===== src/hdl/psa_pkg.sv =====
package psa_pkg;

  localparam int unsigned NUM_ENTRIES_DEF = 8;

  localparam int unsigned OPCODE_W  = 2;
  localparam int unsigned INDEX_W   = 3;
  localparam int unsigned PRIO_W    = 8;
  localparam int unsigned WAIT_W    = 11;
  localparam int unsigned LEN_W     = 10;
  localparam int unsigned CFG_IDX_W = 2;
  localparam int unsigned CFG_DAT_W = 10;

  localparam logic [PRIO_W-1:0] PRIO_MAX         = 8'hFF;
  localparam logic [LEN_W-1:0]  SLICE_LENGTH_RST = 10'd500;
  localparam logic [LEN_W-1:0]  AGING_THRESH_RST = 10'd1000;
  localparam logic              AGING_ENABLE_RST = 1'b1;

  typedef enum logic [1:0] {
    ST_EMPTY,
    ST_READY,
    ST_FINISHED
  } entry_state_e;

  typedef enum logic [OPCODE_W-1:0] {
    OP_LOAD,
    OP_FINISH,
    OP_SLICE
  } op_e;

  typedef enum logic [CFG_IDX_W-1:0] {
    CFG_SLICE_LENGTH,
    CFG_AGING_THRESHOLD,
    CFG_AGING_ENABLE
  } cfg_reg_e;

  typedef struct packed {
    entry_state_e      st;
    logic [PRIO_W-1:0] prio;
    logic [WAIT_W-1:0] wait_time;
  } entry_t;

endpackage


===== src/hdl/psa_in_if.sv =====
interface psa_in_if;
  logic                          valid;
  logic                          ready;
  logic [psa_pkg::OPCODE_W-1:0]  opcode;
  logic [psa_pkg::INDEX_W-1:0]   entry_index;
  logic [psa_pkg::PRIO_W-1:0]    new_priority;

  modport source (output valid, output opcode, output entry_index, output new_priority,
                  input ready);
  modport sink (input valid, input opcode, input entry_index, input new_priority,
                output ready);
endinterface


===== src/hdl/psa_out_if.sv =====
interface psa_out_if;
  logic                         valid;
  logic                         ready;
  logic                         grant_valid;
  logic [psa_pkg::INDEX_W-1:0]  grant_index;
  logic [psa_pkg::PRIO_W-1:0]   grant_priority;

  modport source (output valid, output grant_valid, output grant_index,
                  output grant_priority, input ready);
  modport sink (input valid, input grant_valid, input grant_index, input grant_priority,
                output ready);
endinterface


===== src/hdl/psa_cfg_if.sv =====
interface psa_cfg_if;
  logic                           valid;
  logic                           ready;
  logic [psa_pkg::CFG_IDX_W-1:0]  index;
  logic [psa_pkg::CFG_DAT_W-1:0]  data;

  modport source (output valid, output index, output data, input ready);
  modport sink (input valid, input index, input data, output ready);
endinterface


===== src/hdl/psa_entry_mem.sv =====
module psa_entry_mem #(
  parameter int unsigned NumEntries = psa_pkg::NUM_ENTRIES_DEF,
  localparam int unsigned IdxW = $clog2(NumEntries)
) (
  input  logic              clk_i,
  input  logic              rst_ni,
  input  logic              we_i,
  input  logic [IdxW-1:0]   waddr_i,
  input  psa_pkg::entry_t   wdata_i,
  input  logic              re_i,
  input  logic [IdxW-1:0]   raddr_i,
  output psa_pkg::entry_t   rdata_o
);
  import psa_pkg::*;

  entry_t                mem [NumEntries];
  logic [NumEntries-1:0] valid_q;
  entry_t                rdata_q;
  logic                  rvalid_q;

  // never-written entries read as empty, priority and wait zero
  always_ff @(posedge clk_i or negedge rst_ni) begin
    if (!rst_ni) begin
      valid_q  <= '0;
      rvalid_q <= 1'b0;
    end else begin
      if (we_i) begin
        valid_q[waddr_i] <= 1'b1;
      end
      if (re_i) begin
        rvalid_q <= valid_q[raddr_i];
      end
    end
  end

  always_ff @(posedge clk_i) begin
    if (we_i) begin
      mem[waddr_i] <= wdata_i;
    end
    if (re_i) begin
      rdata_q <= mem[raddr_i];
    end
  end

  assign rdata_o = rvalid_q ? rdata_q : '0;

endmodule


===== src/hdl/priority_scheduler_with_aging.sv =====
// channel  | dir | payload                                      | transfer
// in_i     | in  | opcode, entry_index, new_priority            | valid & ready
// out_o    | out | grant_valid, grant_index, grant_priority     | valid & ready
// cfg_i    | in  | index, data                                  | valid & ready
// load: entry write on accept, then the done step; finish: read, mark finished, done
// slice: a scan pass over all entries, then an aging pass when a grant was found
//   and aging is on, then the done step; one entry memory read per cycle over the
//   scan pass and the aging pass
// reset: no clearing pass, per-entry valid bits clear at once
// a waiting result does not block the next accept; the result register
//   must be free before the following one is written
module priority_scheduler_with_aging #(
  parameter int unsigned NUM_ENTRIES = psa_pkg::NUM_ENTRIES_DEF
) (
  input logic    clk_i,
  input logic    rst_ni,
  psa_in_if.sink   in_i,
  psa_out_if.source out_o,
  psa_cfg_if.sink  cfg_i
);
  import psa_pkg::*;

  localparam int unsigned IdxW = $clog2(NUM_ENTRIES);
  localparam logic [IdxW-1:0] LastIdx = IdxW'(NUM_ENTRIES - 1);

  typedef enum logic [2:0] {
    S_IDLE,
    S_FIN,
    S_SCAN,
    S_AGE,
    S_DONE
  } state_e;

  state_e             state_q;
  logic [LEN_W-1:0]   slice_len_q;
  logic [LEN_W-1:0]   thresh_q;
  logic               aging_en_q;
  logic               found_q;
  logic [IdxW-1:0]    best_idx_q;
  logic [PRIO_W-1:0]  best_prio_q;
  logic [IdxW-1:0]    rd_idx_q;
  logic               out_vld_q;
  logic               grant_vld_q;
  logic [INDEX_W-1:0] grant_idx_q;
  logic [PRIO_W-1:0]  grant_prio_q;

  logic                   in_acc;
  logic                   idx_ok;
  logic [IdxW+INDEX_W-1:0] idx_ext;
  logic [IdxW-1:0]        idx_addr;
  logic [IdxW+INDEX_W-1:0] best_ext;
  logic                   last;
  logic                   better;
  logic                   found_any;
  logic                   mem_we;
  logic [IdxW-1:0]        mem_waddr;
  entry_t                 mem_wdata;
  logic                   mem_re;
  logic [IdxW-1:0]        mem_raddr;
  entry_t                 rdata;
  entry_t                 aged;
  logic [WAIT_W-1:0]      wait_sum;
  logic                   wait_hit;

  assign in_i.ready  = (state_q == S_IDLE);
  assign in_acc      = in_i.valid && in_i.ready;
  assign cfg_i.ready = 1'b1;

  assign idx_ext  = {IdxW'(0), in_i.entry_index};
  assign idx_addr = idx_ext[IdxW-1:0];
  assign idx_ok   = (32'(in_i.entry_index) < NUM_ENTRIES);
  assign best_ext = {INDEX_W'(0), best_idx_q};

  assign last      = (rd_idx_q == LastIdx);
  assign better    = (rdata.st == ST_READY) && (!found_q || (rdata.prio > best_prio_q));
  assign found_any = found_q || (rdata.st == ST_READY);

  assign wait_sum = rdata.wait_time + WAIT_W'(slice_len_q);
  assign wait_hit = (wait_sum >= WAIT_W'(thresh_q));

  always_comb begin
    aged = rdata;
    if (wait_hit) begin
      aged.wait_time = '0;
      if (rdata.prio != PRIO_MAX) begin
        aged.prio = rdata.prio + PRIO_W'(1);
      end
    end else begin
      aged.wait_time = wait_sum;
    end
  end

  always_comb begin
    mem_we    = 1'b0;
    mem_waddr = idx_addr;
    mem_wdata = '{st: ST_READY, prio: in_i.new_priority, wait_time: '0};
    mem_re    = 1'b0;
    mem_raddr = idx_addr;
    case (state_q)
      S_IDLE: begin
        if (in_acc) begin
          case (op_e'(in_i.opcode))
            OP_LOAD:   mem_we = idx_ok;
            OP_FINISH: mem_re = idx_ok;
            OP_SLICE: begin
              mem_re    = 1'b1;
              mem_raddr = '0;
            end
            default: ;
          endcase
        end
      end
      S_FIN: begin
        mem_we       = 1'b1;
        mem_waddr    = rd_idx_q;
        mem_wdata    = rdata;
        mem_wdata.st = ST_FINISHED;
      end
      S_SCAN: begin
        mem_re = !last || (found_any && aging_en_q);
        mem_raddr = last ? '0 : rd_idx_q + IdxW'(1);
      end
      S_AGE: begin
        mem_we    = (rdata.st == ST_READY);
        mem_waddr = rd_idx_q;
        mem_wdata = aged;
        mem_re    = !last;
        mem_raddr = rd_idx_q + IdxW'(1);
      end
      default: ;
    endcase
  end

  psa_entry_mem #(
    .NumEntries(NUM_ENTRIES)
  ) u_mem (
    .clk_i   (clk_i),
    .rst_ni  (rst_ni),
    .we_i    (mem_we),
    .waddr_i (mem_waddr),
    .wdata_i (mem_wdata),
    .re_i    (mem_re),
    .raddr_i (mem_raddr),
    .rdata_o (rdata)
  );

  always_ff @(posedge clk_i or negedge rst_ni) begin
    if (!rst_ni) begin
      slice_len_q <= SLICE_LENGTH_RST;
      thresh_q    <= AGING_THRESH_RST;
      aging_en_q  <= AGING_ENABLE_RST;
    end else if (cfg_i.valid && cfg_i.ready) begin
      case (cfg_reg_e'(cfg_i.index))
        CFG_SLICE_LENGTH:    slice_len_q <= cfg_i.data;
        CFG_AGING_THRESHOLD: thresh_q    <= cfg_i.data;
        CFG_AGING_ENABLE:    aging_en_q  <= cfg_i.data[0];
        default: ;
      endcase
    end
  end

  always_ff @(posedge clk_i or negedge rst_ni) begin
    if (!rst_ni) begin
      state_q      <= S_IDLE;
      found_q      <= 1'b0;
      best_idx_q   <= '0;
      best_prio_q  <= '0;
      rd_idx_q     <= '0;
      out_vld_q    <= 1'b0;
      grant_vld_q  <= 1'b0;
      grant_idx_q  <= '0;
      grant_prio_q <= '0;
    end else begin
      if (mem_re) begin
        rd_idx_q <= mem_raddr;
      end
      if (out_vld_q && out_o.ready && state_q != S_DONE) begin
        out_vld_q <= 1'b0;
      end
      case (state_q)
        S_IDLE: begin
          if (in_acc) begin
            found_q     <= 1'b0;
            best_idx_q  <= '0;
            best_prio_q <= '0;
            case (op_e'(in_i.opcode))
              OP_FINISH: state_q <= idx_ok ? S_FIN : S_DONE;
              OP_SLICE:  state_q <= S_SCAN;
              default:   state_q <= S_DONE;
            endcase
          end
        end
        S_FIN: state_q <= S_DONE;
        S_SCAN: begin
          if (better) begin
            found_q     <= 1'b1;
            best_idx_q  <= rd_idx_q;
            best_prio_q <= rdata.prio;
          end
          if (last) begin
            state_q <= (found_any && aging_en_q) ? S_AGE : S_DONE;
          end
        end
        S_AGE: begin
          if (last) begin
            state_q <= S_DONE;
          end
        end
        S_DONE: begin
          if (!out_vld_q || out_o.ready) begin
            out_vld_q    <= 1'b1;
            grant_vld_q  <= found_q;
            grant_idx_q  <= found_q ? best_ext[INDEX_W-1:0] : '0;
            grant_prio_q <= found_q ? best_prio_q : '0;
            state_q      <= S_IDLE;
          end
        end
        default: state_q <= S_IDLE;
      endcase
    end
  end

  assign out_o.valid          = out_vld_q;
  assign out_o.grant_valid    = grant_vld_q;
  assign out_o.grant_index    = grant_idx_q;
  assign out_o.grant_priority = grant_prio_q;

  a_no_same_entry_rw: assert property (@(posedge clk_i) disable iff (!rst_ni)
    mem_we && mem_re |-> mem_waddr != mem_raddr)
    else $error("entry written and read in the same cycle");

  a_age_needs_grant: assert property (@(posedge clk_i) disable iff (!rst_ni)
    state_q == S_AGE |-> found_q && aging_en_q)
    else $error("aging pass without a grant or with aging off");

  a_result_from_done: assert property (@(posedge clk_i) disable iff (!rst_ni)
    $rose(out_vld_q) |-> $past(state_q) == S_DONE)
    else $error("result written outside the done step");

  a_accept_leaves_idle: assert property (@(posedge clk_i) disable iff (!rst_ni)
    in_acc |=> state_q != S_IDLE)
    else $error("accepted item did not start work");

  a_grant_is_ready_prio: assert property (@(posedge clk_i) disable iff (!rst_ni)
    state_q == S_SCAN && found_q |-> best_prio_q >= $past(best_prio_q) || $past(state_q) != S_SCAN)
    else $error("best priority dropped during scan");

endmodule

===== src/flat_wrapper.sv =====
// flat-port wrapper written by rule: the top's interface ports become plain ports
module priority_scheduler_with_aging_flat import psa_pkg::*;
#(
  parameter int unsigned NUM_ENTRIES = psa_pkg::NUM_ENTRIES_DEF
)
  (clk_i, rst_ni, in_i_valid, in_i_opcode, in_i_entry_index, in_i_new_priority, in_i_ready, out_o_valid, out_o_grant_valid, out_o_grant_index, out_o_grant_priority, out_o_ready, cfg_i_valid, cfg_i_index, cfg_i_data, cfg_i_ready);
  psa_in_if in_i_i ();
  psa_out_if out_o_i ();
  psa_cfg_if cfg_i_i ();
  input logic clk_i;
  input logic rst_ni;
  input wire logic [$bits(in_i_i.valid)-1:0] in_i_valid;
  input wire logic [$bits(in_i_i.opcode)-1:0] in_i_opcode;
  input wire logic [$bits(in_i_i.entry_index)-1:0] in_i_entry_index;
  input wire logic [$bits(in_i_i.new_priority)-1:0] in_i_new_priority;
  output wire logic [$bits(in_i_i.ready)-1:0] in_i_ready;
  output wire logic [$bits(out_o_i.valid)-1:0] out_o_valid;
  output wire logic [$bits(out_o_i.grant_valid)-1:0] out_o_grant_valid;
  output wire logic [$bits(out_o_i.grant_index)-1:0] out_o_grant_index;
  output wire logic [$bits(out_o_i.grant_priority)-1:0] out_o_grant_priority;
  input wire logic [$bits(out_o_i.ready)-1:0] out_o_ready;
  input wire logic [$bits(cfg_i_i.valid)-1:0] cfg_i_valid;
  input wire logic [$bits(cfg_i_i.index)-1:0] cfg_i_index;
  input wire logic [$bits(cfg_i_i.data)-1:0] cfg_i_data;
  output wire logic [$bits(cfg_i_i.ready)-1:0] cfg_i_ready;
  assign in_i_i.valid = in_i_valid;
  assign in_i_i.opcode = in_i_opcode;
  assign in_i_i.entry_index = in_i_entry_index;
  assign in_i_i.new_priority = in_i_new_priority;
  assign in_i_ready = in_i_i.ready;
  assign out_o_valid = out_o_i.valid;
  assign out_o_grant_valid = out_o_i.grant_valid;
  assign out_o_grant_index = out_o_i.grant_index;
  assign out_o_grant_priority = out_o_i.grant_priority;
  assign out_o_i.ready = out_o_ready;
  assign cfg_i_i.valid = cfg_i_valid;
  assign cfg_i_i.index = cfg_i_index;
  assign cfg_i_i.data = cfg_i_data;
  assign cfg_i_ready = cfg_i_i.ready;
  priority_scheduler_with_aging #(.NUM_ENTRIES(NUM_ENTRIES)) u_core (.clk_i(clk_i), .rst_ni(rst_ni), .in_i(in_i_i), .out_o(out_o_i), .cfg_i(cfg_i_i));
endmodule

===== config.mk =====
export PLATFORM = sky130hd
export DESIGN_NAME = priority_scheduler_with_aging_flat
export DESIGN_NICKNAME = d
export VERILOG_FILES = /design/src/hdl/psa_pkg.sv /design/src/hdl/psa_in_if.sv /design/src/hdl/psa_out_if.sv /design/src/hdl/psa_cfg_if.sv /design/src/hdl/psa_entry_mem.sv /design/src/hdl/priority_scheduler_with_aging.sv /design/src/flat_wrapper.sv
export SDC_FILE = /design/constraint.sdc
export NUM_CORES = 1
export LEC_CHECK = 0
export ABC_CLOCK_PERIOD_IN_PS = 10000
export BUFFER_PORTS_ARGS = -buffer_cell sky130_fd_sc_hd__buf_2
export CAP_MARGIN = 20
export CORE_ASPECT_RATIO = 1.1
export CORE_UTILIZATION = 60
export DETAILED_ROUTE_END_ITERATION = 8
export PLACE_DENSITY = 0.75
export REMOVE_ABC_BUFFERS = 1
export SYNTH_ARGS = -nofsm -noshare
export SYNTH_HDL_FRONTEND = slang
export SYNTH_SLANG_ARGS = --single-unit
export TNS_END_PERCENT = 30

===== constraint.sdc =====
create_clock -name clk_i -period 10 [get_ports clk_i]
set_input_delay 3 -clock clk_i [delete_from_list [all_inputs] [get_ports clk_i]]
set_output_delay 3 -clock clk_i [all_outputs]
set_load 0.1 [all_outputs]

# Word-level counts from Yosys, hierarchy flattened
# Memory sizes are Yosys's and may differ from the RTL's. A register that Yosys moved wholly into a read port is not among the register bits.
# Index checks and enable logic that the tools add are counted.
[word_totals]
ff_bits = 61
latchBits = 0
ramBits = 168
rom_bits = 0
inputBits = 30
out_inout_bits = 15
word_cells = 109
mem_count = 1
[classes]
n_addsub = 3
multipliers = 0
div_mod_pow = 0
n_lt_le_gt_ge = 5
eq_ne = 17
shift = 0
n_mux = 43
bitwise = 1
reduce_logical = 25
[mem_list]
columns = ["name", "depth", "width", "read_ports", "rd_clocked_by_memory_dff", "write_ports", "line_no", "source"]
rows = [
  ["u_core.u_mem.mem", 8, 21, 1, 1, 1, "psa_entry_mem.sv:16", "entry_t mem [NumEntries];"],
]
[ops]
columns = ["op", "n"]
rows = [
  ["21-bit case mux with 2 select lines", 1],
  ["8-bit two-way mux", 5],
  ["3-bit two-way mux", 12],
  ["21-bit two-way mux", 1],
  ["8-bit case mux with 2 select lines", 1],
  ["3-bit case mux with 5 select lines", 1],
  ["1-bit two-way mux", 13],
  ["3-bit case mux with 2 select lines", 2],
  ["11-bit by 10-bit adder with 11-bit output", 1],
  ["11-bit by 10-bit greater-or-equal comparator with 1-bit output", 1],
  ["11-bit two-way mux", 1],
  ["3-bit case mux with 3 select lines", 1],
  ["8-bit by 1-bit adder with 8-bit output, second input constant", 1],
  ["8-bit > comparator", 1],
  ["3-bit by 4-bit less-than comparator with 1-bit output, second input constant", 2],
  ["2-bit by 1-bit != test with 1-bit output, second input constant", 4],
  ["8-bit != test, second input constant", 1],
  ["8-bit bitwise OR", 1],
  ["2-bit AND reduction", 4],
  ["2-bit by 1-bit equality test with 1-bit output, second input constant", 3],
  ["3-bit by 2-bit equality test with 1-bit output, second input constant", 2],
  ["3-bit equality test, second input constant", 2],
  ["1-bit logical AND", 6],
  ["1-bit case mux with 3 select lines", 2],
  ["other kinds (17)", 25],
]

# Longest topological paths before layout
[logic_depth]
depth_word = 8
depth_mapped = 20
ltp_nobuf = 17

# Cells and area by module
# A second synthesis with hierarchy kept.
[unflattened]
hier_cells = 696
hier_area_um2 = 11129.4
[modules_own_cells]
columns = ["mod", "n_inst", "cells_per_inst", "area_per_inst_um2", "seq_area_each_um2"]
rows = [
  ["psa_entry_mem", 1, 324, 7599.8, 5900.7],
  ["priority_scheduler_with_aging", 1, 372, 3529.6, 1317.5],
]

# Worst setup path after synthesis
# No wires, ideal clock.
[synth_timing]
path_type = "register to output"
start = "register u_core.state_q[1]"
end = "output port in_i_ready"
arrival_time_ps = 2824
required_ps = 7000
setup_slack_ps = 4176
stages_incl_launch_ff = 3
path_buffers = 1
path_cell_list = "dfrtp_1 -> buf_2 -> nor3_1"
[synth_via]
elab_chain_len = 1
[synth_lines]
columns = ["item", "line_no", "source"]
rows = [
  ["start, declared", "priority_scheduler_with_aging.sv:34", "state_e state_q;"],
  ["start signal, assigned", "priority_scheduler_with_aging.sv:187", "OP_FINISH: state_q <= idx_ok ? S_FIN : S_DONE;"],
  ["start signal, assigned", "priority_scheduler_with_aging.sv:201", "state_q <= (found_any && aging_en_q) ? S_AGE : S_DONE;"],
  ["3-bit logical NOT", "priority_scheduler_with_aging.sv:65", "assign in_i.ready = (state_q == S_IDLE);"],
  ["end, declared", "flat_wrapper.sv:16", "output wire logic [$bits(in_i_i.ready)-1:0] in_i_ready;"],
]
# No other way between the ends.

# Worst setup path after layout
[layout_timing]
start = "input port in_i_opcode[0]"
end = "register, netlist name u_core.u_mem.rdata_q[9]"
[layout_via]
elab_chain_len = 5
word_cells_on_any_way = 9
classes_between = "2 x eq/ne; 6 x mux; 1 x reduce/logical"
[layout_lines]
columns = ["item", "line_no", "source"]
rows = [
  ["start, declared", "flat_wrapper.sv:13", "input wire logic [$bits(in_i_i.opcode)-1:0] in_i_opcode;"],
  ["2-bit by 1-bit equality test with 1-bit output / 2-bit equality test (equally long branches)", "priority_scheduler_with_aging.sv:102", "case (op_e'(in_i.opcode))"],
  ["2-bit OR reduction (no source line)", "-", ""],
  ["1-bit two-way mux", "priority_scheduler_with_aging.sv:102", ""],
  ["1-bit two-way mux", "priority_scheduler_with_aging.sv:101", "if (in_acc) begin"],
  ["1-bit case mux with 3 select lines", "priority_scheduler_with_aging.sv:99", "case (state_q)"],
]
# Several ways; a longest one is shown, not always the timed one.
# A chain may end at the register's enable or synchronous reset.

==> flow_metrics.tcl <==
set metrics [dict create \
    status "complete, no violations" \
    power_frac_comb_pct 33.7 \
    io_buffers 43 \
    total_power_mw 3.549 \
    wl_met1_mm 10.37 \
    synthToLayoutAreaGrowth_pct 11.49 \
    post_dp_cell_area_um2 11800 \
    cts.clk_slew.worst_paths_ns 0.06 \
    dp.cells 1208 \
    cp_max_fo 68 \
    antenna_found_initial 0 \
    die_h_um 146.2 \
    yosys.area_share.simple_pct 15.67 \
    timing.hold.ws_ns 0.4711 \
    power.leakage_nw 4.910 \
    final_cells 1252 \
    synthFlopType "edfxtp_1" \
    worst_r2r_startpoint "u_core.u_mem.rvalid_q$_DFFE_PN0P_" \
    core_um2 18480 \
    synth-seq-cells 250 \
    timing.setup.tns_ns 0 \
    drc 0 \
    synth_mux_area_share_pct 5.010 \
    intPower_mw 2.310 \
    start_util_pct 61.36 \
    worst-setup-path-type "primary input to register" \
    h-tree-depth 1 \
    yosys-top-cells-count "nand2_1, edfxtp_1, nand3_1" \
    power_switching_mw 1.239 \
    ir_drop_mv 0.1402 \
    endpoint_kind "register" \
    synth_top_area_share_pct 50.06 \
    hold_buffers 0 \
    maxUsedRoutingLayer "met4" \
    rr_worst_depth 17 \
    power_density_nw_per_um2 280.7 \
    wl_met2_mm 11.48 \
    startpoint_type "primary input" \
    cts.sinks 250 \
    ioPinCount 45 \
    dr_wl_met3_mm 1.780 \
    nets 1058 \
    syn_area_per_cell_um2 11.89 \
    holdPathStages 2 \
    final_area_um2 12640 \
    drt_iter0_markers 538 \
    cts_setup_buffers 0 \
    track_usage_pct 25.96 \
    hpwl_mm 14.45 \
    hold_viol_final 0 \
    setup_viol 0 \
    wl_mm 24.17 \
    synth_compound_area_share_pct 7.868 \
    fmax_mhz 182.2 \
    clk_path_buf_depth 3 \
    clkPwrFrac_pct 27.0 \
    min_period_ns 5.489 \
    synth.cell_area_um2 11340 \
    drt_first_pass_iters 5 \
    min_path_type "register to register" \
    p_sw_share_pct 34.91 \
    cp.required_ns 10.26 \
    cap_violations 0 \
    die_w_um 133.1 \
    drv_slew 0 \
    root_buffer "clkbuf_16" \
    dr_total_vias 7437 \
    cts_tree "done" \
    hold_end "u_core.out_o.grant_priority[5]$_DFFE_PN0P_" \
    r2r_slack_ns 5.07 \
    synth.distinct_cells 54 \
    worst_slew_pin_slew_ns 0.9851 \
    grt_pass1_vias 7203 \
    synth_top_cell_by_area "edfxtp_1" \
    ant_nets 0 \
    viasPerCell 5.940 \
    rsz0062_at_grt "false" \
    gp_congestion 0.8439 \
    crit_chain "buf_2 -> inv_1 -> ha_1 -> nand3b_1 -> a21o_1 -> a22oi_4 -> buf_4 -> mux2i_1 -> a32oi_1 -> and3_1" \
    grt_pass1_wl_mm 38.55 \
    die_area_um2 19450 \
    timing.final.crit_share_pct 54.89 \
    synth_most_common_cell "nand2_1" \
    seqPwrFrac_pct 39.3 \
    insertedDiodeCount 0 \
    ys_seq_area_share_pct 63.66 \
    crit_slowest_cell "buf_4" \
    ys_warn_count 0 \
    async_flop_share_pct 24.40 \
    synth_fa_ha_area_share_pct 4.039 \
    wl_per_cell_um 19.30 \
    slew_headroom_pct 33.93 \
    synth_edf_count 189 \
    pre_cts_slack_ns 4.075 \
    num_rows 52 \
    worstHoldStart "u_core.out_o.grant_priority[5]$_DFFE_PN0P_" \
    synthCells 954 \
    finClkSkew_ns 0.01883 \
    yosys.area_share.xor_xnor_pct 0.5407 \
    yosys-top-cells-area "edfxtp_1, dfrtp_1, nand2_1" \
    clk_latency_ns 0.52 \
    fin_util_pct 68.41 \
    drive_gt1_share_pct 15.06 \
    worstReg2RegEnd "u_core.u_mem.mem[6][17]$_DFFE_PP_" \
    path_delay_family "compound AO/OA/AOI/OAI gates" \
    grt-ovfl-total 0 \
    cts_buffers 25 \
    postCtsResizedCells 0 \
    path_buf_inv 3 \
    grt_start_max_net_pins 69 \
    synth_top_family_by_area "simple AND/OR/NAND/NOR gates" \
    cp.arrival_ns 5.75 \
    crit_path_max_incr_delay_ns 0.74 \
    worst_slack_ns 4.511 \
]
[tightest hold or removal path: cells and delay by family (launching register included)]
family           cells  cell delay (ns)
AO/OA/AOI/OAI        1             0.06
flip-flops           1             0.33
AND/OR/NAND/NOR      1             0.05
[registers in the layout, indices dropped and copies added (netlist names)]
signal                       cells
u_core.u_mem.valid_q             8
u_core.best_prio_q               8
u_core.state_q                   3
u_core.u_mem.rvalid_q            1
u_core.found_q                   1
u_core.slice_len_q              10
u_core.out_o.grant_index         3
u_core.rd_idx_q                  3
u_core.best_idx_q                3
u_core.out_o.grant_valid         1
u_core.u_mem.mem               168
u_core.out_o.grant_priority      8
u_core.out_o.valid               1
u_core.thresh_q                 10
u_core.aging_en_q                1
u_core.u_mem.rdata_q            21
[routing by layer]
metal  global-route usage [%]  up-vias
met5                        0        -
met4                    8.908        0
met3                    4.931       56
met2                    41.96      283
met1                    35.43     3584
li1                         -     3514
[how the worst max path moves through the flow]
stage / from / endpoint / slack [ns] / depth (start not counted)
floorplan: u_core.state_q[1]$_DFFE_PN0P_ / in_i_ready / 4.12 / 1
global placement: in_i_opcode[0] / u_core.u_mem.rvalid_q$_DFFE_PN0P_ / 4.07 / 11
detailed placement: in_i_opcode[0] / u_core.u_mem.rvalid_q$_DFFE_PN0P_ / 4.07 / 11
CTS: in_i_opcode[0] / u_core.u_mem.rvalid_q$_DFFE_PN0P_ / 4.55 / 11
global route: in_i_opcode[0] / u_core.u_mem.rvalid_q$_DFFE_PN0P_ / 4.33 / 11
finish: in_i_opcode[0] / u_core.u_mem.rdata_q[9]$_DFFE_PP_ / 4.51 / 10
[power by group through the flow]
stage               Clock, mW  Sequential, mW  Combinational, mW
finish                  0.960            1.40               1.19
global route             1.01            1.41               1.33
global placement            0            1.41               1.15
detailed placement          0            1.41               1.18
CTS                     0.970            1.39               1.19
floorplan                   0            1.41              0.836
[cells in the final DEF (no fill, tap or decap), drive strengths merged, types with 6 or more instances in the layout]
| cell type | n |
|---|---|
| a32oi | 22 |
| dfstp | 13 |
| nand2 | 199 |
| ha | 35 |
| a21o | 8 |
| nor3 | 9 |
| nand3 | 55 |
| mux2i | 32 |
| nand2b | 9 |
| clkbuf | 27 |
| nor2b | 7 |
| dfrtp | 48 |
| a21oi | 24 |
| xnor2 | 6 |
| buf | 58 |
| o21ai | 25 |
| edfxtp | 189 |
| a211oi | 7 |
| a31oi | 16 |
| clkinv | 9 |
| or2 | 10 |
| mux2 | 22 |
| and3 | 27 |
| inv | 39 |
| and2 | 18 |
| nor2 | 45 |
[cell type report]
| class | count | area, um^2 |
|---|---|---|
| Clock inverter | 17 | 210.2 |
| Inverter | 39 | 146.4 |
| Timing Repair Buffer | 58 | 327.8 |
| Tap cell | 243 | 304.0 |
| Sequential cell | 250 | 7218 |
| Multi-Input combinational cell | 618 | 3801 |
| Fill cell | 1304 | 5837 |
| Clock buffer | 27 | 633.1 |
[cells by family after synthesis]
logic type      count (synthesis)
simple gates                  392
flops                         250
compound gates                128
buf+inv                        86
mux                            54
fa+ha+maj                      36
xor+xnor                        7
other cells                     1
Power figures use the tool's default switching activity.
